==> src/hdl/crcfr_pkg.sv <==
package crcfr_pkg;

    localparam logic [7:0]  HEAD_BYTE = 8'hEF;
    localparam logic [7:0]  MIN_LEN   = 8'h04;
    localparam logic [15:0] CRC_POLY  = 16'h1021;

    localparam int QUEUE_DEPTH_DEFAULT = 4;

    // Result kinds
    localparam logic [1:0] KIND_PAYLOAD = 2'd0;
    localparam logic [1:0] KIND_TX      = 2'd1;
    localparam logic [1:0] KIND_STATUS  = 2'd2;

    // Frame status codes
    localparam logic [2:0] ST_GOOD    = 3'd0;
    localparam logic [2:0] ST_DUP     = 3'd1;
    localparam logic [2:0] ST_CRC     = 3'd2;
    localparam logic [2:0] ST_HEAD    = 3'd3;
    localparam logic [2:0] ST_LEN     = 3'd4;
    localparam logic [2:0] ST_TIMEOUT = 3'd5;

    typedef struct packed {
        logic       opcode;
        logic [7:0] rx_byte;
    } in_item_t;

    typedef struct packed {
        logic [1:0] out_kind;
        logic [7:0] out_byte;
        logic [2:0] frame_status;
        logic [7:0] msg_type;
        logic [7:0] frame_len;
        logic       last;
    } out_item_t;

    // Work handed from the front to the back. For a status with acknowledge,
    // data carries the sequence number to send back.
    typedef enum logic [1:0] {
        JOB_PAYLOAD    = 2'd0,
        JOB_STATUS     = 2'd1,
        JOB_STATUS_ACK = 2'd2
    } job_kind_t;

    typedef struct packed {
        job_kind_t  kind;
        logic [7:0] data;
        logic [2:0] status;
        logic [7:0] msg_type;
        logic [7:0] frame_len;
    } job_t;

    // CRC-16 with polynomial 0x1021, MSB first, one byte.
    function automatic logic [15:0] crc_byte(input logic [15:0] crc, input logic [7:0] b);
        logic [15:0] c;
        c = crc ^ {b, 8'h00};
        for (int k = 0; k < 8; k++)
        begin
            if (c[15])
            begin
                c = {c[14:0], 1'b0} ^ CRC_POLY;
            end
            else
            begin
                c = {c[14:0], 1'b0};
            end
        end
        return c;
    endfunction

endpackage

==> src/hdl/crcfr_front.sv <==
module crcfr_front (
    input  logic              clk,
    input  logic              rst_n,
    input  logic              in_valid,
    output logic              in_stall,
    input  crcfr_pkg::in_item_t in_data,
    input  logic              q_full,
    output logic              push,
    output crcfr_pkg::job_t   push_job
);
    import crcfr_pkg::*;

    typedef enum logic [2:0] {
        PH_HUNT = 3'b001,
        PH_LEN  = 3'b010,
        PH_BODY = 3'b100
    } phase_t;

    phase_t      phase_reg, phase_next;
    logic [8:0]  position_reg, position_next;
    logic [7:0]  length_reg, length_next;
    logic [7:0]  seq_seen_reg, seq_seen_next;
    logic        seq_valid_reg, seq_valid_next;
    logic [7:0]  type_reg, type_next;
    logic [15:0] crc_reg, crc_next;
    logic [7:0]  crc_hi_reg, crc_hi_next;
    logic [7:0]  rx_seq_reg, rx_seq_next;

    logic        accept;
    logic [7:0]  b;
    logic [8:0]  len_ext;
    logic [15:0] crc_upd;

    assign in_stall = q_full;
    assign accept   = in_valid & ~q_full;
    assign b        = in_data.rx_byte;
    assign len_ext  = {1'b0, length_reg};
    assign crc_upd  = crc_byte(crc_reg, b);

    always_comb
    begin
        phase_next     = phase_reg;
        position_next  = position_reg;
        length_next    = length_reg;
        seq_seen_next  = seq_seen_reg;
        seq_valid_next = seq_valid_reg;
        type_next      = type_reg;
        crc_next       = crc_reg;
        crc_hi_next    = crc_hi_reg;
        rx_seq_next    = rx_seq_reg;
        push           = 1'b0;
        push_job       = '0;

        if (accept)
        begin
            if (in_data.opcode)
            begin
                if (phase_reg != PH_HUNT)
                begin
                    push               = 1'b1;
                    push_job.kind      = JOB_STATUS;
                    push_job.status    = ST_TIMEOUT;
                    push_job.msg_type  = type_reg;
                    push_job.frame_len = length_reg;
                    phase_next         = PH_HUNT;
                    position_next      = '0;
                end
            end
            else
            begin
                unique case (phase_reg)
                    PH_LEN:
                    begin
                        length_next = b;
                        if (b < MIN_LEN)
                        begin
                            push               = 1'b1;
                            push_job.kind      = JOB_STATUS;
                            push_job.status    = ST_LEN;
                            push_job.frame_len = b;
                            phase_next         = PH_HUNT;
                            position_next      = '0;
                        end
                        else
                        begin
                            crc_next      = crc_upd;
                            position_next = 9'd2;
                            phase_next    = PH_BODY;
                        end
                    end
                    PH_BODY:
                    begin
                        if (position_reg < len_ext)
                        begin
                            crc_next = crc_upd;
                        end
                        if (position_reg == 9'd2)
                        begin
                            rx_seq_next = b;
                        end
                        else if (position_reg == 9'd3)
                        begin
                            type_next = b;
                        end
                        else if (position_reg < len_ext)
                        begin
                            push          = 1'b1;
                            push_job.kind = JOB_PAYLOAD;
                            push_job.data = b;
                        end
                        else if (position_reg == len_ext)
                        begin
                            crc_hi_next = b;
                        end

                        if (position_reg >= len_ext + 9'd1)
                        begin
                            // Frame complete: duplicate test ahead of the CRC test.
                            push               = 1'b1;
                            push_job.msg_type  = type_reg;
                            push_job.frame_len = length_reg;
                            push_job.data      = rx_seq_reg;
                            if (seq_valid_reg && (rx_seq_reg == seq_seen_reg))
                            begin
                                push_job.kind   = JOB_STATUS_ACK;
                                push_job.status = ST_DUP;
                            end
                            else
                            begin
                                seq_seen_next  = rx_seq_reg;
                                seq_valid_next = 1'b1;
                                if ((crc_hi_reg == crc_reg[15:8]) && (b == crc_reg[7:0]))
                                begin
                                    push_job.kind   = JOB_STATUS_ACK;
                                    push_job.status = ST_GOOD;
                                end
                                else
                                begin
                                    push_job.kind   = JOB_STATUS;
                                    push_job.status = ST_CRC;
                                end
                            end
                            phase_next    = PH_HUNT;
                            position_next = '0;
                        end
                        else
                        begin
                            position_next = position_reg + 9'd1;
                        end
                    end
                    default:
                    begin
                        if (b == HEAD_BYTE)
                        begin
                            phase_next    = PH_LEN;
                            position_next = 9'd1;
                            length_next   = '0;
                            type_next     = '0;
                            rx_seq_next   = '0;
                            crc_hi_next   = '0;
                            crc_next      = crc_byte(16'h0000, b);
                        end
                        else
                        begin
                            push            = 1'b1;
                            push_job.kind   = JOB_STATUS;
                            push_job.status = ST_HEAD;
                        end
                    end
                endcase
            end
        end
    end

    always_ff @(posedge clk or negedge rst_n)
    begin
        if (!rst_n)
        begin
            phase_reg     <= PH_HUNT;
            position_reg  <= '0;
            length_reg    <= '0;
            seq_seen_reg  <= '0;
            seq_valid_reg <= 1'b0;
            type_reg      <= '0;
            crc_reg       <= '0;
            crc_hi_reg    <= '0;
            rx_seq_reg    <= '0;
        end
        else
        begin
            phase_reg     <= phase_next;
            position_reg  <= position_next;
            length_reg    <= length_next;
            seq_seen_reg  <= seq_seen_next;
            seq_valid_reg <= seq_valid_next;
            type_reg      <= type_next;
            crc_reg       <= crc_next;
            crc_hi_reg    <= crc_hi_next;
            rx_seq_reg    <= rx_seq_next;
        end
    end

endmodule

==> src/hdl/crcfr_queue.sv <==
module crcfr_queue #(
    parameter int DEPTH = crcfr_pkg::QUEUE_DEPTH_DEFAULT
) (
    input  logic            clk,
    input  logic            rst_n,
    input  logic            push,
    input  crcfr_pkg::job_t push_job,
    input  logic            pop,
    output crcfr_pkg::job_t head_job,
    output logic            full,
    output logic            nonempty
);
    import crcfr_pkg::*;

    localparam int PTR_W = (DEPTH > 1) ? $clog2(DEPTH) : 1;
    localparam int CNT_W = $clog2(DEPTH + 1);
    localparam logic [PTR_W-1:0] LAST_PTR = PTR_W'(DEPTH - 1);

    job_t             mem [DEPTH];
    logic [PTR_W-1:0] wr_ptr_reg, rd_ptr_reg;
    logic [CNT_W-1:0] count_reg;

    assign full     = (count_reg == CNT_W'(DEPTH));
    assign nonempty = (count_reg != '0);
    assign head_job = mem[rd_ptr_reg];

    always_ff @(posedge clk)
    begin
        if (push)
        begin
            mem[wr_ptr_reg] <= push_job;
        end
    end

    always_ff @(posedge clk or negedge rst_n)
    begin
        if (!rst_n)
        begin
            wr_ptr_reg <= '0;
            rd_ptr_reg <= '0;
            count_reg  <= '0;
        end
        else
        begin
            if (push)
            begin
                wr_ptr_reg <= (wr_ptr_reg == LAST_PTR) ? '0 : wr_ptr_reg + 1'b1;
            end
            if (pop)
            begin
                rd_ptr_reg <= (rd_ptr_reg == LAST_PTR) ? '0 : rd_ptr_reg + 1'b1;
            end
            if (push && !pop)
            begin
                count_reg <= count_reg + 1'b1;
            end
            else if (pop && !push)
            begin
                count_reg <= count_reg - 1'b1;
            end
        end
    end

endmodule

==> src/hdl/crcfr_back.sv <==
module crcfr_back (
    input  logic                 clk,
    input  logic                 rst_n,
    input  logic                 q_valid,
    input  crcfr_pkg::job_t      head_job,
    output logic                 pop,
    input  logic [7:0]           ack_type,
    output logic                 out_valid,
    input  logic                 out_stall,
    output crcfr_pkg::out_item_t out_data
);
    import crcfr_pkg::*;

    // Byte positions within the acknowledge frame
    localparam logic [2:0] ACK_HEAD   = 3'd0;
    localparam logic [2:0] ACK_LEN    = 3'd1;
    localparam logic [2:0] ACK_SEQ    = 3'd2;
    localparam logic [2:0] ACK_TYPE   = 3'd3;
    localparam logic [2:0] ACK_CRC_HI = 3'd4;
    localparam logic [2:0] ACK_CRC_LO = 3'd5;

    logic        busy_reg, busy_next;
    logic [2:0]  idx_reg, idx_next;
    logic [15:0] crc_reg, crc_next;
    logic [7:0]  seq_reg, seq_next;
    logic        out_valid_reg, out_valid_next;
    out_item_t   out_data_reg, out_data_next;

    logic        advance;
    logic [7:0]  ack_byte;

    assign advance   = ~out_valid_reg | ~out_stall;
    assign pop       = advance & ~busy_reg & q_valid;
    assign out_valid = out_valid_reg;
    assign out_data  = out_data_reg;

    always_comb
    begin
        unique case (idx_reg)
            ACK_HEAD:   ack_byte = HEAD_BYTE;
            ACK_LEN:    ack_byte = MIN_LEN;
            ACK_SEQ:    ack_byte = seq_reg;
            ACK_TYPE:   ack_byte = ack_type;
            ACK_CRC_HI: ack_byte = crc_reg[15:8];
            ACK_CRC_LO: ack_byte = crc_reg[7:0];
            default:    ack_byte = '0;
        endcase
    end

    always_comb
    begin
        busy_next      = busy_reg;
        idx_next       = idx_reg;
        crc_next       = crc_reg;
        seq_next       = seq_reg;
        out_valid_next = out_valid_reg;
        out_data_next  = out_data_reg;

        if (advance)
        begin
            if (busy_reg)
            begin
                out_valid_next         = 1'b1;
                out_data_next          = '0;
                out_data_next.out_kind = KIND_TX;
                out_data_next.out_byte = ack_byte;
                out_data_next.last     = (idx_reg == ACK_CRC_LO);
                if (idx_reg < ACK_CRC_HI)
                begin
                    crc_next = crc_byte(crc_reg, ack_byte);
                end
                if (idx_reg == ACK_CRC_LO)
                begin
                    busy_next = 1'b0;
                end
                else
                begin
                    idx_next = idx_reg + 3'd1;
                end
            end
            else if (q_valid)
            begin
                out_valid_next = 1'b1;
                out_data_next  = '0;
                if (head_job.kind == JOB_PAYLOAD)
                begin
                    out_data_next.out_kind = KIND_PAYLOAD;
                    out_data_next.out_byte = head_job.data;
                    out_data_next.last     = 1'b1;
                end
                else
                begin
                    out_data_next.out_kind     = KIND_STATUS;
                    out_data_next.frame_status = head_job.status;
                    out_data_next.msg_type     = head_job.msg_type;
                    out_data_next.frame_len    = head_job.frame_len;
                    out_data_next.last         = (head_job.kind == JOB_STATUS);
                end
                if (head_job.kind == JOB_STATUS_ACK)
                begin
                    busy_next = 1'b1;
                    idx_next  = ACK_HEAD;
                    crc_next  = '0;
                    seq_next  = head_job.data;
                end
            end
            else
            begin
                out_valid_next = 1'b0;
            end
        end
    end

    always_ff @(posedge clk or negedge rst_n)
    begin
        if (!rst_n)
        begin
            busy_reg      <= 1'b0;
            idx_reg       <= '0;
            out_valid_reg <= 1'b0;
        end
        else
        begin
            busy_reg      <= busy_next;
            idx_reg       <= idx_next;
            out_valid_reg <= out_valid_next;
        end
    end

    always_ff @(posedge clk)
    begin
        crc_reg      <= crc_next;
        seq_reg      <= seq_next;
        out_data_reg <= out_data_next;
    end

endmodule

==> src/hdl/crc16_framed_serial_receiver.sv <==
// Framed serial receiver: checks length-prefixed frames with a CRC-16 trailer.
// Input channel (in_valid/in_stall/in_data) carries one received byte or one
// inter-byte timeout event per transaction. Output channel (out_valid/
// out_stall/out_data) carries payload bytes as they arrive, one status per
// finished frame, and after a good or duplicate frame the six acknowledge
// bytes to transmit; last marks the final result of each input transaction.
// The first result of an input passes a queue entry, then the output register.
// Throughput: one input per cycle while in_stall is low; results leave at one
// per cycle while out_stall is low, so an acknowledged frame holds the output
// stage for its status and six acknowledge bytes. A queue of QUEUE_DEPTH
// entries between the frame parser and the result sequencer absorbs that
// burst; in_stall rises only while the queue is full.
// When the receiver holds out_stall, the output register keeps its
// transaction, the sequencer waits, and the queue fills before input stalls.
// Reset returns the parser to head hunting, forgets the last sequence number,
// empties the queue and clears ack_type to zero. ack_type is written through
// the APB port at address 0 and should be changed only while the block idles.
module crc16_framed_serial_receiver #(
    parameter int QUEUE_DEPTH = crcfr_pkg::QUEUE_DEPTH_DEFAULT
) (
    input  logic                 clk,
    input  logic                 rst_n,
    input  logic                 in_valid,
    output logic                 in_stall,
    input  crcfr_pkg::in_item_t  in_data,
    output logic                 out_valid,
    input  logic                 out_stall,
    output crcfr_pkg::out_item_t out_data,
    input  logic                 psel,
    input  logic                 penable,
    input  logic                 pwrite,
    input  logic [2:0]           paddr,
    input  logic [31:0]          pwdata,
    output logic [31:0]          prdata,
    output logic                 pready
);
    import crcfr_pkg::*;

    localparam logic ACK_TYPE_INDEX = 1'b0;

    logic [7:0] ack_type_val_reg;
    logic       cfg_write;

    logic       q_full;
    logic       q_nonempty;
    logic       push;
    logic       pop;
    job_t       push_job;
    job_t       head_job;

    assign pready    = 1'b1;
    assign cfg_write = psel & penable & pwrite & (paddr[2] == ACK_TYPE_INDEX);
    assign prdata    = (paddr[2] == ACK_TYPE_INDEX) ? {24'h0, ack_type_val_reg} : 32'h0;

    always_ff @(posedge clk or negedge rst_n)
    begin
        if (!rst_n)
        begin
            ack_type_val_reg <= '0;
        end
        else if (cfg_write)
        begin
            ack_type_val_reg <= pwdata[7:0];
        end
    end

    crcfr_front u_front (
        .clk      (clk),
        .rst_n    (rst_n),
        .in_valid (in_valid),
        .in_stall (in_stall),
        .in_data  (in_data),
        .q_full   (q_full),
        .push     (push),
        .push_job (push_job)
    );

    crcfr_queue #(
        .DEPTH (QUEUE_DEPTH)
    ) u_queue (
        .clk      (clk),
        .rst_n    (rst_n),
        .push     (push),
        .push_job (push_job),
        .pop      (pop),
        .head_job (head_job),
        .full     (q_full),
        .nonempty (q_nonempty)
    );

    crcfr_back u_back (
        .clk       (clk),
        .rst_n     (rst_n),
        .q_valid   (q_nonempty),
        .head_job  (head_job),
        .pop       (pop),
        .ack_type  (ack_type_val_reg),
        .out_valid (out_valid),
        .out_stall (out_stall),
        .out_data  (out_data)
    );

endmodule

==> config.mk <==
export PLATFORM = sky130hd
export DESIGN_NAME = crc16_framed_serial_receiver
export DESIGN_NICKNAME = d
export VERILOG_FILES = /design/src/hdl/crcfr_pkg.sv /design/src/hdl/crcfr_front.sv /design/src/hdl/crcfr_queue.sv /design/src/hdl/crcfr_back.sv /design/src/hdl/crc16_framed_serial_receiver.sv
export SDC_FILE = /design/constraint.sdc
export NUM_CORES = 1
export LEC_CHECK = 0
export BUFFER_PORTS_ARGS = -buffer_cell sky130_fd_sc_hd__buf_4
export CORE_MARGIN = 2
export CORE_UTILIZATION = 58
export CTS_CLUSTER_SIZE = 40
export DETAILED_ROUTE_END_ITERATION = 6
export PLACE_DENSITY = 0.86
export REMOVE_ABC_BUFFERS = 1
export SLEW_MARGIN = 20
export SYNTH_ARGS = -nofsm -noshare
export SYNTH_HDL_FRONTEND = slang
export SYNTH_SLANG_ARGS = --single-unit
==> constraint.sdc <==
create_clock -name clk -period 9.9 [get_ports clk]
set_input_delay 2.475 -clock clk [delete_from_list [all_inputs] [get_ports clk]]
set_output_delay 2.475 -clock clk [all_outputs]
set_load 0.05 [all_outputs]
# After elaboration in Yosys (flattened, before gate mapping)

Memory sizes are Yosys's and may differ from the RTL's.
Index checks and enable logic that the tools add are counted.

Input port bits: 51
Memories kept: 1
Flip-flop bits (word level): 143
RAM bits: 116
Word-level logic and storage cells: 302

Memories:

| name        | words | bits a word | rd ports | clocked after Yosys merged registers in | write ports | line              | RTL |
|---|---|---|---|---|---|---|---|
| u_queue.mem | 4     | 29          | 1        | 0                                       | 1           | crcfr_queue.sv:19 | `job_t mem [DEPTH];` |

Add/subtract/negate cells: 7
Mux-type cells: 163
Bitwise logic cells: 42
$lt $le $gt $ge: 4
Reduce and logical (&&, ||, !) cells: 29
Equality and inequality tests: 32

Operators by type and width:

| cell                                           | number |
|---|---|
| 2-to-1 mux 16 bit                              | 56 |
| 2-to-1 mux 13 bit                              | 24 |
| 2-to-1 mux 8 bit                               | 15 |
| one-hot mux 8 bit (2 select lines)             | 5 |
| NOT 3 bit                                      | 24 |
| 2-to-1 mux 29 bit                              | 2 |
| 2-to-1 mux 19 bit                              | 3 |
| one-hot mux 8 bit (6 select lines)             | 1 |
| 2-to-1 mux 3 bit                               | 13 |
| 2-to-1 mux 9 bit                               | 4 |
| one-hot mux 16 bit (2 select lines)            | 1 |
| bitwise XOR 16 bit                             | 2 |
| 2-to-1 mux 30 bit                              | 1 |
| 2-to-1 mux 28 bit                              | 1 |
| == test 8 bit                                  | 3 |
| 2-to-1 mux 1 bit                               | 21 |
| 2-to-1 mux 10 bit                              | 2 |
| AND reduction 4 bit                            | 5 |
| == test 9 x 2 -> 1 bit (second input constant) | 2 |
| 2-to-1 mux 2 bit                               | 9 |
| one-hot mux 9 bit (2 select lines)             | 1 |
| AND reduction 5 bit                            | 3 |
| == test 3 bit (second input constant)          | 4 |
| != test 2 bit (second input constant)          | 6 |
| other kinds (36)                               | 69 |

# Logic depth before layout (Yosys ltp)

Word-level depth: 46
Depth in mapped cells: 16

# Hierarchy

A second synthesis with hierarchy kept.

Cell total of the unflattened synthesis: 997
Area, all modules: 12971.2 sq um

Modules (own cells, without submodules):

| module                       | cells each | sequential area each (sq um) | times used | area an instance (sq um) |
|---|---|---|---|---|
| crcfr_front                  | 499        | 1727.9                       | 1          | 4660.7 |
| crcfr_queue                  | 188        | 3658.5                       | 1          | 4600.7 |
| crcfr_back                   | 258        | 1746.7                       | 1          | 3130.5 |
| crc16_framed_serial_receiver | 52         | 200.2                        | 1          | 579.3 |

# Worst setup path after synthesis

No wires, ideal clock.

Kind: input-to-output
Start point: input port paddr[2]
End point: output port prdata[0]
Arrival time: 3.164 ns
Path slack: 4.261 ns
Stages on the path: 1
Cell sequence: nor2b_1

Longest elaborated chain between the ends: 1

Ends and longest elaborated chain:

| what             | line                               | RTL |
|---|---|---|
| start, declared  | crc16_framed_serial_receiver.sv:32 | `input logic [2:0] paddr,` |
| 2-to-1 mux 8 bit | crc16_framed_serial_receiver.sv:53 | `assign prdata = (paddr[2] == ACK_TYPE_INDEX) ? {24'h0, ack_type_val_reg} : 32'h0;` |
| end, declared    | crc16_framed_serial_receiver.sv:34 | `output logic [31:0] prdata,` |

Every way passes these cells.

# Final worst setup path

Start point: input port paddr[2]
End point: output port prdata[2]

The elaborated chain is that of the path after synthesis.

==> impl_metrics.sql <==
INSERT INTO impl_metrics (metric_group, metric, value, unit) VALUES
('status', 'result_of_the_run', 'completed', ''),
('worst_hold_path', 'holdCritStartpoint', 'u_front.seq_valid_reg$_DFFE_PN0P_', ''),
('routing', 'route.detailed.drc', '0', ''),
('routing', 'routed_via_density', '5.98', ''),
('layout', 'finalNonFillerCells', '1331', ''),
('layout', 'largest_register_ffs', '116', ''),
('power', 'leakage', '5.49', 'nW'),
('synthesis', 'yosys_register_bits', '259', ''),
('cts', 'numCtsBuffers', '27', ''),
('layout', 'final_net_count', '1118', ''),
('timing', 'timing.clock.skew', '19.9', 'ps'),
('grt', 'maximum_number_of_pins_on_one_net_before_global_route_repair', '46', ''),
('timing', 'setup_repair_after_global_routing_missed_its_margin', 'false', ''),
('layout', 'share_of_final_layout_standard_cells_stronger_than_drive_strength_1', '18.0', '%'),
('synthesis', 'post_synth.cell_area_avg', '12.8', 'µm²'),
('timing', 'timing.final.crit_share', '55.1', '%'),
('timing', 'finalSetupViolations', '0', ''),
('cts', 'cts-htree-levels', '1', ''),
('grt', 'globalRouteOverflowTotal', '0', ''),
('timing', 'setup-tns-final', '0', 'ps'),
('synthesis', 'sequential_element_share_of_the_synthesized_area', '58.2', '%'),
('synthesis', 'synth_ff_type', 'edfxtp_1', ''),
('cts', 'tritoncts', 'built', ''),
('timing', 'fin_ws', '4440', 'ps'),
('setup_path', 'timing.reg2reg.setup_slack', '5710', 'ps'),
('job', 'drv_cap', '0', ''),
('cts', 'worst_setup_hold_path_clk_slew', '60', 'ps'),
('cts', 'clockRootBuffer', 'clkbuf_16', ''),
('place', 'dp_cells', '1281', ''),
('place', 'place_congestion', '0.897', ''),
('worst_hold_path', 'whs_path_depth', '1', ''),
('power', 'max-vdd-ir-drop', '167', 'µV'),
('synthesis', 'synth_enable_flop_cells', '170', ''),
('cts', 'clock_latency_at_the_later_pin_of_the_worst_skew_pair', '540', 'ps'),
('setup_path', 'crit_fanout', '9', ''),
('die', 'coreArea', '0.0212', 'mm²'),
('timing', 'final_hold_viol_count', '0', ''),
('grt', 'via_count_of_the_first_global_routing_pass', '7842', ''),
('setup_path', 'worst_r2r_startpoint', 'u_front.length_reg[2]$_DFFE_PN0P_', ''),
('synthesis', 'postSynthCellCount', '985', ''),
('worst_hold_path', 'worst_hold_path.endpoint', 'u_front.seq_valid_reg$_DFFE_PN0P_', ''),
('place', 'dp.final_hpwl', '16800', 'µm'),
('die', 'io_pins', '116', ''),
('timing', 'maxSlewViolCount', '0', ''),
('routing', 'drt_pre_antenna_iters', '6', ''),
('setup_path', 'worst_setup_path_start_kind', 'input pin', ''),
('synthesis', 'synth-warning-count', '0', ''),
('setup_path', 'timing.critical_path.required', '7430', 'ps'),
('grt', 'grt.total_usage', '23.4', '%'),
('timing', 'max_slew_margin', '31.5', '%'),
('cts', 'cts_hold_repair.buffers', '0', ''),
('routing', 'route.vias.total', '7955', ''),
('routing', 'drt-initial-drc-count', '682', ''),
('power', 'power.density', '293', 'mW/mm²'),
('die', 'floorplan.initialDensity', '59.6', '%'),
('routing', 'route.antenna.remaining_nets', '0', ''),
('layout', 'flow.area_growth_from_synthesis', '12.4', '%'),
('timing', 'worstMarginPinSlew', '1030', 'ps'),
('die', 'dieArea', '0.0229', 'mm²'),
('setup_path', 'critPathArrivalTime', '2980', 'ps'),
('cts', 'clock_sink_count', '259', ''),
('timing', 'timing.final.crit_period', '5460', 'ps'),
('synthesis', 'mappedNetlistArea', '0.0126', 'mm²'),
('layout', 'antenna_diodes', '0', ''),
('cts', 'post_cts.resized_instances', '0', ''),
('synthesis', 'async_reset_ff_share', '34.4', '%'),
('setup_path', 'critical_path.endpoint_type', 'output port', ''),
('grt', 'number_of_antenna_violations_at_the_first_check_in_global_routing', '1', ''),
('timing', 'maximum_clock_frequency', '183', 'MHz'),
('cts', 'cts-root-to-sink-buffers', '3', ''),
('synthesis', 'yosysUniqueCellTypes', '74', ''),
('place', 'worst_setup_slack_post_dpl', '4440', 'ps'),
('setup_path', 'setup.worst_path.class', 'in2out', ''),
('cts', 'post-cts-setup-buffer-count', '0', ''),
('routing', 'wl', '26100', 'µm'),
('die', 'die_height', '151', 'µm'),
('die', 'fp-row-count', '53', ''),
('place', 'placement.io_buffers', '64', ''),
('setup_path', 'r2r.worst_path.cells', '15', ''),
('grt', 'first_pass_grt_wire_length', '41500', 'µm'),
('setup_path', 'r2r_end', 'u_queue.count_reg[2]$_DFFE_PN0P_', ''),
('worst_hold_path', 'worst_hold_path_type', 'reg2reg', ''),
('die', 'fp.dieW', '151', 'µm'),
('routing', 'detail_route.wl_per_cell', '19.6', 'µm');
[final cells by class]
type | count | area, µm²
clock buffer | 30 | 687
clock inverter | 20 | 270
fill | 1483 | 6980
inverter | 23 | 86.3
multi-input combinational | 653 | 4920
sequential | 259 | 7330
tap | 275 | 344
timing repair buffer | 71 | 533
[synth_stat cells, drive strengths merged (22+ instances only)]
cell type	instances	share of area, %
mux4	29	5.2
nand2	96	2.9
inv	22	0.66
nand3	24	0.95
nor2	41	1.2
mux2	23	2.1
o21ai	57	2.4
dfrtp	88	17
a21oi	28	1.1
clkbuf	30	0.89
edfxtp	170	40
buf	43	2.2
xor2	31	2.2
nor2b	37	1.8
ha	31	3.1
xnor2	62	4.3
and2	32	1.6
[through the flow]
stage / area (µm²) / total power, mW / hold WS (ps) / util (%)
2_1_floorplan: 12300 / 2.68 / 439 / -
3_3_place_gp: 13200 / 3.01 / 455 / 62.4
3_5_place_dp: 13200 / 3.07 / 483 / 62.4
4_1_cts: 14200 / 4.16 / 496 / 66.9
5_1_grt: 14200 / 4.35 / 519 / 67.0
6_report: 14200 / 4.15 / 487 / 67.0
[power by group]
group | total (mW) | switching, mW | internal (mW) | leakage (nW)
sequential | 1.60 | 0.136 | 1.46 | 2.77
clock | 1.08 | 0.437 | 0.641 | 0.462
combinational | 1.47 | 0.875 | 0.595 | 2.25
[layout by cell type (no fill, tap or decap), types with 4 or more instances in the layout]
cell	netlist	routed
a21oi_1	27	26
a22o_1	9	9
a32o_1	9	9
and2_1	32	28
and2_2	0	4
buf_4	25	71
bufinv_16	0	5
clkbuf_16	0	27
clkinv_2	0	5
conb_1	2	25
dfrtp_1	88	87
edfxtp_1	170	170
ha_1	31	31
inv_1	22	22
mux2_2	21	21
mux2i_1	8	8
mux4_2	29	29
nand2_1	96	96
nand2b_1	8	8
nand3_1	24	24
nand3b_1	4	4
nand4_1	11	11
nor2_1	41	41
nor2b_1	37	37
nor3_1	7	7
nor3b_1	5	4
o21a_1	4	4
o21ai_0	49	49
o21ai_1	7	5
o22ai_1	6	6
o31ai_1	4	4
or2_2	4	4
xnor2_1	62	62
xor2_1	31	31
[logic make-up after synthesis]
family,count (synthesis),synth area share [%]
AOI/OAI and AO/OA,156,8.55
xor gates and xnor gates,95,6.82
adders and majority gates,32,3.24
buffers and inverters,96,3.78
DFF,259,58.2
muxes,60,7.93
other,2,0.0596
and+or+nand+nor,285,11.5
[how the worst max path moves through the flow]
stage / from / endpoint / slack, ps / cells past startpoint
floorplan: paddr[2] / prdata[0] / 4260 / 1
global placement: paddr[2] / prdata[0] / 4500 / 3
detailed placement: paddr[2] / prdata[2] / 4440 / 3
CTS: paddr[2] / prdata[2] / 4440 / 3
global route: paddr[2] / prdata[6] / 4420 / 3
finish: paddr[2] / prdata[2] / 4440 / 3
[critical path, cell delays in order]
cell and delay, ps:
buf_4 150, nor2b_1 140, buf_4 220
[layer usage]
layer,share of wire [%],vias to the layer above,global-route usage [%],wire length [µm]
met5,0,-,0,0
met4,2.7,0,7.57,691
met3,6.1,57,3.92,1580
met2,49,293,38.0,12800
met1,42,3958,32.5,11000
li1,-,3647,-,-
Power figures use the tool's default switching activity.
